### src/rtl/core/pdr_pkg.sv
// Shared types and constants of the packet deframer and responder.
// No dependencies; the framer, queue, responder and top level import this package.
package pdr_pkg;

    // Command codes and fixed packet bytes.
    localparam logic [7:0]  CMD_STARTUP     = 8'h04;
    localparam logic [7:0]  CMD_VERSION     = 8'h09;
    localparam logic [7:0]  CMD_TOWER       = 8'h0B;
    localparam int          ACK_BIT         = 7;
    localparam logic [7:0]  VERSION_TAG     = 8'h76;
    localparam logic [7:0]  TOWER_SET       = 8'h02;
    localparam logic [7:0]  TOWER_REPORT    = 8'h01;
    localparam logic [15:0] TOWER_RESET     = 16'h241A;

    // Configuration registers.
    localparam int          CFG_IDX_W       = 1;
    localparam logic [CFG_IDX_W-1:0] CFG_VERSION_MAJOR = 1'b0;
    localparam logic [CFG_IDX_W-1:0] CFG_VERSION_MINOR = 1'b1;
    localparam logic [7:0]  VERSION_MAJOR_RESET = 8'h01;
    localparam logic [7:0]  VERSION_MINOR_RESET = 8'h00;

    // Depth of the queue between framer and responder.
    localparam int          QUEUE_DEPTH     = 4;

    // Reply classes a received packet calls for.
    typedef struct packed {
        logic startup;
        logic version;
        logic tower;
        logic ack;
    } t_cls;

    // One accepted packet, classified, as it travels to the responder.
    typedef struct packed {
        t_cls       cls;
        logic [7:0] cmd;
        logic [7:0] p1;
        logic [7:0] p2;
        logic [7:0] p3;
    } t_pkt;

endpackage

### src/rtl/core/pdr_in_if.sv
// Receive byte channel of the packet deframer and responder.
// Depends on nothing but the valid/ready handshake convention.
interface pdr_in_if;
    logic       valid;
    logic       ready;
    logic [7:0] rx_byte;

    modport source (output valid, output rx_byte, input ready);
    modport sink   (input valid, input rx_byte, output ready);
endinterface

### src/rtl/core/pdr_out_if.sv
// Reply packet channel of the packet deframer and responder.
// Depends on nothing but the valid/ready handshake convention.
interface pdr_out_if;
    logic       valid;
    logic       ready;
    logic [7:0] out_command;
    logic [7:0] out_param1;
    logic [7:0] out_param2;
    logic [7:0] out_param3;
    logic [7:0] out_checksum;
    logic       last_of_run;

    modport source (output valid, output out_command, output out_param1,
                    output out_param2, output out_param3, output out_checksum,
                    output last_of_run, input ready);
    modport sink   (input valid, input out_command, input out_param1,
                    input out_param2, input out_param3, input out_checksum,
                    input last_of_run, output ready);
endinterface

### src/rtl/core/pdr_front.sv
// Framer: gathers received bytes into a packet window, tests the checksum
// and classifies each valid packet. Depends on pdr_pkg and pdr_in_if.
module pdr_front
    import pdr_pkg::*;
(
    input  logic        i_clk,
    input  logic        i_rst_n,
    pdr_in_if.sink      i_in,
    input  logic        i_q_full,
    output logic        o_push,
    output t_pkt        o_pkt
);

    logic [7:0] r_win [4];
    logic [2:0] r_pos;
    logic [2:0] n_pos;
    logic       accept;
    logic       filling;
    logic       match;
    logic [6:0] base;
    t_cls       cls;

    assign i_in.ready = !i_q_full;
    assign accept     = i_in.valid && i_in.ready;
    assign filling    = !r_pos[2];
    assign match      = (r_win[0] ^ r_win[1] ^ r_win[2] ^ r_win[3]) == i_in.rx_byte;
    assign base       = r_win[0][6:0];

    always_comb begin
        cls.startup = (base == CMD_STARTUP[6:0]);
        cls.version = (base == CMD_VERSION[6:0]);
        cls.tower   = (base == CMD_TOWER[6:0]);
        cls.ack     = r_win[0][ACK_BIT];
    end

    always_comb begin
        o_pkt.cls = cls;
        o_pkt.cmd = r_win[0];
        o_pkt.p1  = r_win[1];
        o_pkt.p2  = r_win[2];
        o_pkt.p3  = r_win[3];
    end

    // A packet that asks for no reply is dropped here.
    assign o_push = accept && !filling && match && (cls != '0);

    always_comb begin
        n_pos = r_pos;
        if (accept) begin
            if (filling) begin
                n_pos = r_pos + 3'd1;
            end else if (match) begin
                n_pos = 3'd0;
            end
        end
    end

    always_ff @(posedge i_clk) begin
        if (!i_rst_n) begin
            r_pos <= 3'd0;
        end else begin
            r_pos <= n_pos;
        end
    end

    // On a checksum mismatch the window slides and the byte becomes param3.
    always_ff @(posedge i_clk) begin
        if (accept) begin
            if (filling) begin
                r_win[r_pos[1:0]] <= i_in.rx_byte;
            end else if (!match) begin
                r_win[0] <= r_win[1];
                r_win[1] <= r_win[2];
                r_win[2] <= r_win[3];
                r_win[3] <= i_in.rx_byte;
            end
        end
    end

endmodule

### src/rtl/core/pdr_queue.sv
// Small FIFO of classified packets between framer and responder.
// Depends on pdr_pkg for the entry type.
module pdr_queue
    import pdr_pkg::*;
#(
    parameter int DEPTH = QUEUE_DEPTH
) (
    input  logic i_clk,
    input  logic i_rst_n,
    input  logic i_push,
    input  t_pkt i_pkt,
    input  logic i_pop,
    output logic o_full,
    output logic o_valid,
    output t_pkt o_pkt
);

    localparam int PTR_W = (DEPTH > 1) ? $clog2(DEPTH) : 1;
    localparam int CNT_W = $clog2(DEPTH + 1);
    localparam logic [PTR_W-1:0] LAST_PTR = PTR_W'(DEPTH - 1);
    localparam logic [CNT_W-1:0] FULL_CNT = CNT_W'(DEPTH);

    t_pkt             r_mem [DEPTH];
    logic [PTR_W-1:0] r_wr_ptr;
    logic [PTR_W-1:0] r_rd_ptr;
    logic [CNT_W-1:0] r_cnt;
    logic             do_push;
    logic             do_pop;

    assign o_full  = (r_cnt == FULL_CNT);
    assign o_valid = (r_cnt != '0);
    assign o_pkt   = r_mem[r_rd_ptr];
    assign do_push = i_push && !o_full;
    assign do_pop  = i_pop && o_valid;

    always_ff @(posedge i_clk) begin
        if (!i_rst_n) begin
            r_wr_ptr <= '0;
            r_rd_ptr <= '0;
            r_cnt    <= '0;
        end else begin
            if (do_push) begin
                r_wr_ptr <= (r_wr_ptr == LAST_PTR) ? '0 : r_wr_ptr + PTR_W'(1);
            end
            if (do_pop) begin
                r_rd_ptr <= (r_rd_ptr == LAST_PTR) ? '0 : r_rd_ptr + PTR_W'(1);
            end
            if (do_push && !do_pop) begin
                r_cnt <= r_cnt + CNT_W'(1);
            end else if (do_pop && !do_push) begin
                r_cnt <= r_cnt - CNT_W'(1);
            end
        end
    end

    always_ff @(posedge i_clk) begin
        if (do_push) begin
            r_mem[r_wr_ptr] <= i_pkt;
        end
    end

    a_no_push_full: assert property (@(posedge i_clk) disable iff (!i_rst_n)
        i_push |-> !o_full)
        else $error("packet pushed into a full queue");

    a_no_pop_empty: assert property (@(posedge i_clk) disable iff (!i_rst_n)
        i_pop |-> o_valid)
        else $error("packet popped from an empty queue");

    a_cnt_range: assert property (@(posedge i_clk) disable iff (!i_rst_n)
        r_cnt <= FULL_CNT)
        else $error("queue fill count out of range");

    a_cnt_step: assert property (@(posedge i_clk) disable iff (!i_rst_n)
        (do_push && !do_pop) |=> (r_cnt == $past(r_cnt) + CNT_W'(1)))
        else $error("queue fill count did not follow a push");

endmodule

### src/rtl/core/pdr_back.sv
// Responder: takes classified packets from the queue, produces their reply
// packets one at a time into an output register and owns the tower number.
// Depends on pdr_pkg and pdr_out_if.
module pdr_back
    import pdr_pkg::*;
(
    input  logic       i_clk,
    input  logic       i_rst_n,
    input  logic       i_q_valid,
    input  t_pkt       i_q_pkt,
    output logic       o_pop,
    input  logic [7:0] i_version_major,
    input  logic [7:0] i_version_minor,
    pdr_out_if.source  o_out
);

    // Pending replies, in the order they go out:
    // [0] startup reply, [1] version, [2] tower report, [3] tower command, [4] ack echo.
    logic [4:0]  r_pend;
    logic [4:0]  n_pend;
    logic [4:0]  low;
    logic [4:0]  rem;
    t_pkt        r_cur;
    logic [15:0] r_tower;
    logic        r_o_valid;
    logic [7:0]  r_cmd;
    logic [7:0]  r_p1;
    logic [7:0]  r_p2;
    logic [7:0]  r_p3;
    logic [7:0]  r_sum;
    logic        r_last;
    logic        out_free;
    logic        emit;
    logic [7:0]  s_cmd;
    logic [7:0]  s_p1;
    logic [7:0]  s_p2;
    logic [7:0]  s_p3;

    assign out_free = !r_o_valid || o_out.ready;
    assign emit     = out_free && (r_pend != '0);
    assign low      = r_pend & (~r_pend + 5'd1);
    assign rem      = r_pend & ~low;
    assign o_pop    = i_q_valid && ((r_pend == '0) || (emit && (rem == '0)));

    always_comb begin
        priority if (r_pend[0]) begin
            s_cmd = CMD_STARTUP;
            s_p1  = 8'h00;
            s_p2  = 8'h00;
            s_p3  = 8'h00;
        end else if (r_pend[1]) begin
            s_cmd = CMD_VERSION;
            s_p1  = VERSION_TAG;
            s_p2  = i_version_major;
            s_p3  = i_version_minor;
        end else if (r_pend[2]) begin
            s_cmd = CMD_TOWER;
            s_p1  = TOWER_REPORT;
            s_p2  = r_tower[15:8];
            s_p3  = r_tower[7:0];
        end else if (r_pend[3]) begin
            s_cmd = CMD_TOWER;
            s_p1  = r_cur.p1;
            s_p2  = (r_cur.p1 == TOWER_SET) ? r_cur.p2 : r_tower[15:8];
            s_p3  = (r_cur.p1 == TOWER_SET) ? r_cur.p3 : r_tower[7:0];
        end else begin
            s_cmd = r_cur.cmd;
            s_p1  = r_cur.p1;
            s_p2  = r_cur.p2;
            s_p3  = r_cur.p3;
        end
    end

    always_comb begin
        n_pend = r_pend;
        if (emit) begin
            n_pend = rem;
        end
        if (o_pop) begin
            n_pend = {i_q_pkt.cls.ack, i_q_pkt.cls.tower, i_q_pkt.cls.startup,
                      i_q_pkt.cls.startup | i_q_pkt.cls.version, i_q_pkt.cls.startup};
        end
    end

    always_ff @(posedge i_clk) begin
        if (!i_rst_n) begin
            r_pend    <= '0;
            r_o_valid <= 1'b0;
            r_tower   <= TOWER_RESET;
        end else begin
            r_pend <= n_pend;
            if (emit) begin
                r_o_valid <= 1'b1;
            end else if (o_out.ready) begin
                r_o_valid <= 1'b0;
            end
            if (emit && low[3] && (r_cur.p1 == TOWER_SET)) begin
                r_tower <= {r_cur.p2, r_cur.p3};
            end
        end
    end

    always_ff @(posedge i_clk) begin
        if (o_pop) begin
            r_cur <= i_q_pkt;
        end
        if (emit) begin
            r_cmd  <= s_cmd;
            r_p1   <= s_p1;
            r_p2   <= s_p2;
            r_p3   <= s_p3;
            r_sum  <= s_cmd ^ s_p1 ^ s_p2 ^ s_p3;
            r_last <= (rem == '0);
        end
    end

    assign o_out.valid        = r_o_valid;
    assign o_out.out_command  = r_cmd;
    assign o_out.out_param1   = r_p1;
    assign o_out.out_param2   = r_p2;
    assign o_out.out_param3   = r_p3;
    assign o_out.out_checksum = r_sum;
    assign o_out.last_of_run  = r_last;

endmodule

### src/rtl/core/packet_deframer_responder_core.sv
// Top level of the packet deframer and responder: framer, packet queue,
// responder and the version registers. Depends on pdr_pkg and all rtl/core modules.
//
// Received bytes are taken one per cycle while the packet queue has room. Once
// four bytes are held, a byte that matches the XOR of those four completes a
// packet; otherwise the window slides by one byte. A valid packet that calls
// for a reply is queued and the responder sends its replies (up to four:
// startup gives three, the ack bit adds an echo) one per cycle while the output
// is ready, through a registered output, each with its own XOR checksum and
// last_of_run set on the final one. The output port sets the sustained rate and
// the queue of DEPTH packets absorbs bursts. The user must write the version
// registers via the plain write port only when idle; the block does not enforce it.
module packet_deframer_responder_core
    import pdr_pkg::*;
#(
    parameter int DEPTH = QUEUE_DEPTH
) (
    input  logic                 i_clk,
    input  logic                 i_rst_n,
    pdr_in_if.sink               i_in,
    pdr_out_if.source            o_out,
    input  logic                 i_cfg_we,
    input  logic [CFG_IDX_W-1:0] i_cfg_idx,
    input  logic [7:0]           i_cfg_data
);

    logic [7:0] r_version_major;
    logic [7:0] r_version_minor;
    logic       q_full;
    logic       q_valid;
    logic       push;
    logic       pop;
    t_pkt       push_pkt;
    t_pkt       q_pkt;

    always_ff @(posedge i_clk) begin
        if (!i_rst_n) begin
            r_version_major <= VERSION_MAJOR_RESET;
            r_version_minor <= VERSION_MINOR_RESET;
        end else if (i_cfg_we) begin
            if (i_cfg_idx == CFG_VERSION_MAJOR) begin
                r_version_major <= i_cfg_data;
            end else if (i_cfg_idx == CFG_VERSION_MINOR) begin
                r_version_minor <= i_cfg_data;
            end
        end
    end

    pdr_front u_front (
        .i_clk    (i_clk),
        .i_rst_n  (i_rst_n),
        .i_in     (i_in),
        .i_q_full (q_full),
        .o_push   (push),
        .o_pkt    (push_pkt)
    );

    pdr_queue #(
        .DEPTH (DEPTH)
    ) u_queue (
        .i_clk   (i_clk),
        .i_rst_n (i_rst_n),
        .i_push  (push),
        .i_pkt   (push_pkt),
        .i_pop   (pop),
        .o_full  (q_full),
        .o_valid (q_valid),
        .o_pkt   (q_pkt)
    );

    pdr_back u_back (
        .i_clk           (i_clk),
        .i_rst_n         (i_rst_n),
        .i_q_valid       (q_valid),
        .i_q_pkt         (q_pkt),
        .o_pop           (pop),
        .i_version_major (r_version_major),
        .i_version_minor (r_version_minor),
        .o_out           (o_out)
    );

endmodule
### src/flat_wrapper.sv
// flat-port wrapper written by rule: the top's interface ports become plain ports
module packet_deframer_responder_core_flat import pdr_pkg::*;
#(
    parameter int DEPTH = QUEUE_DEPTH
)
  (i_clk, i_rst_n, i_cfg_we, i_cfg_idx, i_cfg_data, i_in_valid, i_in_rx_byte, i_in_ready, o_out_valid, o_out_out_command, o_out_out_param1, o_out_out_param2, o_out_out_param3, o_out_out_checksum, o_out_last_of_run, o_out_ready);
  pdr_in_if i_in_i ();
  pdr_out_if o_out_i ();
  input  logic i_clk;
  input  logic i_rst_n;
  input  logic i_cfg_we;
  input  logic [CFG_IDX_W-1:0] i_cfg_idx;
  input  logic [7:0] i_cfg_data;
  input wire logic [$bits(i_in_i.valid)-1:0] i_in_valid;
  input wire logic [$bits(i_in_i.rx_byte)-1:0] i_in_rx_byte;
  output wire logic [$bits(i_in_i.ready)-1:0] i_in_ready;
  output wire logic [$bits(o_out_i.valid)-1:0] o_out_valid;
  output wire logic [$bits(o_out_i.out_command)-1:0] o_out_out_command;
  output wire logic [$bits(o_out_i.out_param1)-1:0] o_out_out_param1;
  output wire logic [$bits(o_out_i.out_param2)-1:0] o_out_out_param2;
  output wire logic [$bits(o_out_i.out_param3)-1:0] o_out_out_param3;
  output wire logic [$bits(o_out_i.out_checksum)-1:0] o_out_out_checksum;
  output wire logic [$bits(o_out_i.last_of_run)-1:0] o_out_last_of_run;
  input wire logic [$bits(o_out_i.ready)-1:0] o_out_ready;
  assign i_in_i.valid = i_in_valid;
  assign i_in_i.rx_byte = i_in_rx_byte;
  assign i_in_ready = i_in_i.ready;
  assign o_out_valid = o_out_i.valid;
  assign o_out_out_command = o_out_i.out_command;
  assign o_out_out_param1 = o_out_i.out_param1;
  assign o_out_out_param2 = o_out_i.out_param2;
  assign o_out_out_param3 = o_out_i.out_param3;
  assign o_out_out_checksum = o_out_i.out_checksum;
  assign o_out_last_of_run = o_out_i.last_of_run;
  assign o_out_i.ready = o_out_ready;
  packet_deframer_responder_core #(.DEPTH(DEPTH)) u_core (.i_clk(i_clk), .i_rst_n(i_rst_n), .i_in(i_in_i), .o_out(o_out_i), .i_cfg_we(i_cfg_we), .i_cfg_idx(i_cfg_idx), .i_cfg_data(i_cfg_data));
endmodule
### config.mk
export PLATFORM = sky130hd
export DESIGN_NAME = packet_deframer_responder_core_flat
export DESIGN_NICKNAME = d
export VERILOG_FILES = /design/src/rtl/core/pdr_pkg.sv /design/src/rtl/core/pdr_in_if.sv /design/src/rtl/core/pdr_out_if.sv /design/src/rtl/core/pdr_front.sv /design/src/rtl/core/pdr_queue.sv /design/src/rtl/core/pdr_back.sv /design/src/rtl/core/packet_deframer_responder_core.sv /design/src/flat_wrapper.sv
export SDC_FILE = /design/constraint.sdc
export NUM_CORES = 1
export LEC_CHECK = 0
export ABC_CLOCK_PERIOD_IN_PS = 3400
export BUFFER_PORTS_ARGS = -buffer_cell sky130_fd_sc_hd__clkbuf_2
export CAP_MARGIN = 0
export CORE_ASPECT_RATIO = 0.75
export CORE_MARGIN = 2
export CORE_UTILIZATION = 30
export DETAILED_ROUTE_END_ITERATION = 12
export PLACE_DENSITY_LB_ADDON = 0.3
export SLEW_MARGIN = 30
export SYNTH_ARGS = -nofsm -noshare
export SYNTH_HDL_FRONTEND = slang
export SYNTH_SLANG_ARGS = --single-unit
export TNS_END_PERCENT = 20
### constraint.sdc
create_clock -name i_clk -period 3.4 [get_ports i_clk]
set_input_delay 0.68 -clock i_clk [delete_from_list [all_inputs] [get_ports i_clk]]
set_output_delay 0.68 -clock i_clk [all_outputs]
set_load 0.02 [all_outputs]
==> results.sh, run 1 <==
export IMPL_status="complete, no violations"
export IMPL_end_kind="flip-flop"
export IMPL_synth_edf_count=245
export IMPL_synthArstFlopShare_pct=0
export IMPL_finalHoldViolations=0
export IMPL_drc=0
export IMPL_p_leak_uw=0.00478
export IMPL_grtUsageTotal_pct=12.4
export IMPL_multi_input_area_mm2=0.00342
export IMPL_ant_nets=0
export IMPL_area_growth_pct=17.6
export IMPL_via_per_inst=4.67
export IMPL_stdcell_count=1396
export IMPL_fmax_mhz=320
export IMPL_worst_setup_path_type="reg -> reg"
export IMPL_layout_drive_gt1_share_pct=25.9
export IMPL_h_tree_depth=1
export IMPL_vdd_drop_max_v=0.000438
export IMPL_max_slew_worst_pin_slew_ps=922
export IMPL_cp_max_fo=2
export IMPL_via_count=6515
export IMPL_clk_latency_ps=560
export IMPL_setup_viol=0
export IMPL_synth_seq_cells=295
export IMPL_core_area_mm2=0.0394
export IMPL_post_route_period_util_pct=91.9
export IMPL_synth_area_leaders="edfxtp_1 62%, dfxtp_1 8.4%, mux4_2 6.6%, nand2_1 2.4%, mux2_2 2.4%"
export IMPL_ys_warnings_count=0
export IMPL_fp_row_count=63
export IMPL_antenna_found_initial=0
export IMPL_die_area_mm2=0.0415
export IMPL_place_hpwl_mm=16.5
export IMPL_wl_per_cell_um=18.2
export IMPL_grt_max_degree=56
export IMPL_fill_cells=3798
export IMPL_ff_latch_area_mm2=0.00836
export IMPL_rsz0062_at_grt="no"
export IMPL_start_kind="flip-flop"
export IMPL_syn_area_per_cell_um2=15.7
export IMPL_clock_sinks=295
export IMPL_clk_pin_slew_worst_paths_ps=60
export IMPL_cts_tree="built"
export IMPL_syn_area_mm2=0.0120
export IMPL_crit_arrival_ps=3610
export IMPL_drv_slew=0
export IMPL_cts_hold_fix_buffers=0
export IMPL_grt_pass1_vias=6395
export IMPL_slew_headroom_pct=38.5
export IMPL_cts_root_buf="clkbuf_16"
export IMPL_skew_ps=14.9
export IMPL_syn_num_nets=791
export IMPL_pwr_density_cell_mw_per_mm2=884
export IMPL_synth_top_area_cell="edfxtp_1"
export IMPL_ctsResizeCount=0
export IMPL_clockBufferDepth=3
export IMPL_fin_nets=885
export IMPL_fp_dieH_um=177
export IMPL_ys_flop_type="edfxtp_1"
export IMPL_cap_viol_max_count=0
export IMPL_grt_overflow=0
export IMPL_io_pins=65
export IMPL_initial_core_util_pct=30.3
export IMPL_period_minus_slack_ps=3120
export IMPL_io_buffers=64
export IMPL_wl_mm=25.4
export IMPL_netlist_area_leader_share_pct=61.5
export IMPL_finalSetupTns_ps=0
export IMPL_dp_cells=1344
export IMPL_synth_cell_type_count=54
export IMPL_post_cts_buffers=0
export IMPL_numCtsBuffers=29
export IMPL_num_antenna_cells=0
export IMPL_hold_class="in -> reg"
export IMPL_grt_pass1_wl_mm=39.1
export IMPL_first_iter_violations=493
export IMPL_p_total_uw=12400
export IMPL_postSynthCellCount=761
export IMPL_firstDrtPassIters=5
export IMPL_yosysSeqAreaShare_pct=69.9
export IMPL_fp_dieW_um=235
export IMPL_gp_congestion=0.749
export IMPL_cp_required_ps=3880
[cells in the final DEF, fill, tap and decap left out, types with 4 or more instances in the layout]
master     synthesis  final
mux2i_1           15     15
xnor3_1            8      8
mux4_2            35     35
clkinv_1           1      5
a21oi_1           12      9
xnor2_1           16     16
nor2b_1            5      5
a21boi_0          27     27
o211ai_1           4      4
ha_1               7      7
nor2_1            31     30
nand3_1           26     26
inv_1             13     13
clkbuf_2           0     63
buf_12             0      4
xor2_1            16     16
buf_4              1     35
clkbuf_16          0     30
o21ai_0           31     31
a31oi_1           11     11
and2_1            16     16
dfxtp_1           50     49
clkinv_2           0      8
edfxtp_1         245    245
nand2_1           78     78
nor3_1             5      5
and3_1             4      4
clkbuf_1          27      4
mux2_2            25     25
[cell usage after synthesis (13+ instances only)]
master / count
mux2_2: 25
and2_1: 16
xnor2_1: 16
edfxtp_1: 245
nand3_1: 26
mux4_2: 35
dfxtp_1: 50
xor2_1: 16
nor2_1: 31
inv_1: 13
nand2_1: 78
mux2i_1: 15
clkbuf_1: 27
a21boi_0: 27
o21ai_0: 31
[registers in the layout, indices dropped and copies added (netlist names), named ones only]
signal	count
u_core.r_version_major	8
u_core.r_version_minor	8
u_core.u_back.o_out.last_of_run	1
u_core.u_back.o_out.out_checksum	8
u_core.u_back.o_out.out_command	8
u_core.u_back.o_out.out_param1	8
u_core.u_back.o_out.out_param2	8
u_core.u_back.o_out.out_param3	8
u_core.u_back.o_out.valid	1
u_core.u_back.r_cur	32
u_core.u_back.r_pend	5
u_core.u_back.r_tower	16
u_core.u_front.r_pos	3
u_core.u_front.r_win	32
u_core.u_queue.r_cnt	3
u_core.u_queue.r_mem	140
u_core.u_queue.r_rd_ptr	2
u_core.u_queue.r_wr_ptr	2
[through the flow]
| stage | hold WS, ps | worst slack [ps] | area [um^2] | util, % |
|---|---|---|---|---|
| 2_1_floorplan | 434 | 93.9 | 12000 | - |
| 3_3_place_gp | 443 | -112 | 13100 | 33.3 |
| 3_5_place_dp | 450 | -261 | 13100 | 33.3 |
| 4_1_cts | 343 | 60.6 | 14100 | 35.7 |
| 5_1_grt | 364 | 3.69 | 14100 | 35.7 |
| 6_report | 364 | 277 | 14100 | 35.7 |
[final timing paths]
kind / startpoint / to / slack [ps] / cells past startpoint
hold reg to reg: u_core.u_back.r_tower[15] / u_core.u_back.r_tower[15] / 460 / 2
setup reg to reg: u_core.u_front.r_win[1][1] / u_core.u_queue.r_cnt[2] / 280 / 11
hold / removal: i_in_rx_byte[1] / u_core.u_front.r_win[3][1] / 360 / 1
setup / recovery: u_core.u_front.r_win[1][1] / u_core.u_queue.r_cnt[2] / 280 / 11
[where the power goes]
| group | internal, uW | total, uW | switching (uW) |
|---|---|---|---|
| Combinational | 1490 | 3970 | 2480 |
| Sequential | 5010 | 5330 | 323 |
| Clock | 1780 | 3130 | 1350 |
| Total | 8280 | 12400 | 4160 |
[layer usage]
metal | global-route usage, % | routed length [um] | share of wire, %
met5 | 0 | 0 | 0
met4 | 2.49 | 450 | 1.8
met3 | 2.63 | 1370 | 5.4
met2 | 16.4 | 9970 | 39
met1 | 20.5 | 13600 | 54
[cell type report]
| class | count | share of cell area [%] |
|---|---|---|
| Clock inverter | 17 | 1.01 |
| Sequential cell | 295 | 59.4 |
| Tap cell | 520 | 4.63 |
| Inverter | 14 | 0.374 |
| Clock buffer | 35 | 5.54 |
| Multi-Input combinational cell | 412 | 24.3 |
| Timing Repair Buffer | 103 | 4.73 |
[critical path: stages, from the launching register on]
cell and delay [ps]:
edfxtp_1 390, xnor3_1 390, xnor2_1 150, nor4_2 420
nand2_1 160, nor3_2 240, ha_1 190, inv_1 60
fa_1 430, xor2_1 170, or3_1 290, a21boi_0 160
[cells by family after synthesis]
| group | share of synthesized area, % |
|---|---|
| xor gates and xnor gates | 3.85 |
| buffers and inverters | 1.83 |
| and+or+nand+nor | 7.28 |
| adders and majority gates | 0.983 |
| AOI/OAI and AO/OA | 5.98 |
| DFF | 69.9 |
| muxes | 10.2 |
(Power assumes the default switching activity.)
==> run 2, diff against run 1 <==
--- a/config.mk
+++ b/config.mk
@@ -11,5 +11,5 @@
 export CORE_ASPECT_RATIO = 0.75
 export CORE_MARGIN = 2
-export CORE_UTILIZATION = 30
+export CORE_UTILIZATION = 55
 export DETAILED_ROUTE_END_ITERATION = 12
 export PLACE_DENSITY_LB_ADDON = 0.3
==> constraint.sdc (replaced) <==
create_clock -name i_clk -period 3.4 [get_ports i_clk]
set_input_delay 0.17 -clock i_clk [delete_from_list [all_inputs] [get_ports i_clk]]
set_output_delay 0.17 -clock i_clk [all_outputs]
set_load 0.02 [all_outputs]
==> run 2 against run 1 <==
  * Clock skew shrank 5.1 ps
  * Sequential share of layout area grew 0.71 points
  * Register-to-register slack lost 50 ps
  * Via count grew 3.5%
  * Design area shrank 1.2%
  * Global-route usage grew 9.0 points
  * Clock power shrank 1%
  * Critical path type unchanged
  * Critical path depth is the same
  * Die area shrank 45%
  * Non-clock buffer count grew 10
==> results.sh, run 2 (synthesized netlist as in run 1, its figures left out) <==
export IMPL_grt_max_degree=56
export IMPL_p_switching_uw=4000
export IMPL_numCtsBuffers=27
export IMPL_post_route_period_util_pct=93.2
export IMPL_via_count=6741
export IMPL_p_int_uw=8370
export IMPL_pwr_share_comb_pct=31.3
export IMPL_drc=0
export IMPL_p_sw_share_pct=32.4
export IMPL_clock_sinks=295
export IMPL_cp_num_buf_inv=1
export IMPL_layout_setup_ws_ps=230
export IMPL_clk_pin_slew_worst_paths_ps=60
export IMPL_fin_nets=893
export IMPL_r2r_start="u_core.u_front.r_win[0][2]"
export IMPL_r2r_end="u_core.u_queue.r_cnt[2]"
export IMPL_firstDrtPassIters=5
export IMPL_wl_mm=24.1
export IMPL_fill_cells=1467
export IMPL_max_slew_worst_pin_slew_ps=938
export IMPL_path_cells="xnor3_1 > xnor2_1 > nor4_2 > nand2_1 > nor3_2 > ha_1 > inv_1 > fa_1 > xor2_1 > or3_1 > a21boi_0"
export IMPL_clockBufferDepth=3
export IMPL_reg_top3="u_core.u_queue.r_mem x140, u_core.u_back.r_cur x32, u_core.u_front.r_win x32"
export IMPL_grt_overflow=0
export IMPL_max_stage_delay_ps=500
export IMPL_slew_headroom_pct=37.4
export IMPL_final_util_pct=65.4
export IMPL_cp_required_ps=3840
export IMPL_initial_core_util_pct=56.3
export IMPL_fp_row_count=46
export IMPL_rrSetupSlack_ps=230
export IMPL_layout_common_cells="245 x edfxtp_1, 78 x nand2_1, 63 x clkbuf_2"
export IMPL_io_pins=65
export IMPL_die_area_mm2=0.0230
export IMPL_drv_slew=0
export IMPL_antenna_found_initial=1
export IMPL_setup_viol=0
export IMPL_cpMaxStageDelayCell="edfxtp_1"
export IMPL_cts_root_buf="clkbuf_16"
export IMPL_dp_cells=1106
export IMPL_largest_register_ffs=140
export IMPL_top_register="u_core.u_queue.r_mem"
export IMPL_pwr_density_cell_mw_per_mm2=890
export IMPL_status="complete, no violations"
export IMPL_place_hpwl_mm=15.5
export IMPL_io_buffers=64
export IMPL_pwr_share_seq_pct=43.7
export IMPL_cts_tree="built"
export IMPL_fp_dieH_um=132
export IMPL_cp_max_fo=7
export IMPL_gp_congestion=0.843
export IMPL_min_delay_start="i_cfg_we"
export IMPL_skew_ps=9.75
export IMPL_grtUsageTotal_pct=21.4
export IMPL_crit_arrival_ps=3610
export IMPL_layout_commonest_cell="edfxtp_1"
export IMPL_stdcell_count=1169
export IMPL_start_kind="flip-flop"
export IMPL_cap_viol_max_count=0
export IMPL_grt_pass1_vias=6860
export IMPL_rsz0062_at_grt="no"
export IMPL_core_area_mm2=0.0212
export IMPL_fin_area_mm2=0.0139
export IMPL_p_leak_uw=0.00480
export IMPL_end_kind="flip-flop"
export IMPL_via_per_inst=5.77
export IMPL_fp_dieW_um=174
export IMPL_wl_per_cell_um=20.7
export IMPL_path_delay_family="simple AND/OR/NAND/NOR gates"
export IMPL_first_iter_violations=641
export IMPL_min_to="u_core.r_version_minor[0]"
export IMPL_period_minus_slack_ps=3170
export IMPL_area_growth_pct=16.2
export IMPL_fmax_mhz=315
export IMPL_ant_nets=0
export IMPL_num_antenna_cells=0
export IMPL_worst_setup_path_type="reg -> reg"
export IMPL_hold_class="in -> reg"
export IMPL_p_clk_share_pct=25.0
export IMPL_ff2ff_path_depth=11
export IMPL_hold_depth=3
export IMPL_finalHoldViolations=0
export IMPL_vdd_drop_max_v=0.000441
export IMPL_grt_pass1_wl_mm=38.2
export IMPL_h_tree_depth=1
export IMPL_layout_drive_gt1_share_pct=24.6
export IMPL_placed_area_mm2=0.0128
export IMPL_dp_slack_ps=40.5
export IMPL_clk_latency_ps=530
export IMPL_finalSetupTns_ps=0
run 2: cell count changes in the layout (fill, tap and decap cells not counted), sizes merged:
cell | before | now
buf | 39 | 34
bufinv | 2 | 5
clkbuf | 99 | 96
clkinv | 13 | 8
dlygate4sd3 | 0 | 16
inv | 14 | 13
run 2: worst max path at each step:
stage	startpoint	end	slack, ps	cells after the start
finish	u_core.u_front.r_win[0][2]	u_core.u_queue.r_cnt[2]	230	11
global route	u_core.u_front.r_win[1][1]	u_core.u_queue.r_cnt[2]	70	11
CTS	u_core.u_front.r_win[1][6]	u_core.u_queue.r_cnt[2]	10	12
detailed placement	u_core.u_front.r_win[1][6]	u_core.u_queue.r_cnt[2]	40	12
global placement	u_core.u_front.r_win[0][4]	u_core.u_queue.r_cnt[2]	210	12
floorplan	u_core.u_front.r_win[0][1]	u_core.u_queue.r_cnt[2]	250	11
run 2: routing by layer:
metal | share of wire (%) | GRT usage (%)
met1 | 44 | 31.3
met2 | 46 | 33.8
met3 | 7.1 | 3.73
met4 | 2.3 | 5.46
met5 | 0.054 | 0
run 2: worst register-to-register path, cell delays in order (launching register included):
cell      delay [ps]
edfxtp_1         500
xnor3_1          400
xnor2_1          180
nor4_2           270
nand2_1          170
nor3_2           200
ha_1             200
inv_1             70
fa_1             440
xor2_1           180
or3_1            300
a21boi_0         200
run 2: timing repair:
item                       CTS  global route
hold buffers                16             0
resized for setup            0             2
hold endpoints to repair    24             0
buffers inserted             0             0
setup endpoints to repair    0             1
run 2: power groups by stage:
stage / Sequential (uW) / Clock [uW] / Combinational (uW)
after floorplan: 5670 / 0 / 2430
after global placement: 5450 / 0 / 3680
after detailed placement: 5480 / 0 / 3850
after CTS: 5410 / 3150 / 3890
after global routing: 5480 / 3270 / 4210
final: 5410 / 3090 / 3880
run 2: area by class of cell:
class,instances,area (um^2),share of cell area [%]
clock buffers,33,698,5.02
repair buffers,113,811,5.83
well taps,288,360,2.59
multi-input cells,412,3420,24.6
clock inverters,14,195,1.40
flip-flops and latches,295,8360,60.1
inverters,14,52.6,0.378
run 2: metrics by stage:
step | hold slack (ps) | power (uW)
finish | 57.6 | 12400
global route | 51.1 | 13000
CTS | 31.2 | 12400
detailed placement | 432 | 9330
global placement | 417 | 9130
floorplan | 269 | 8100
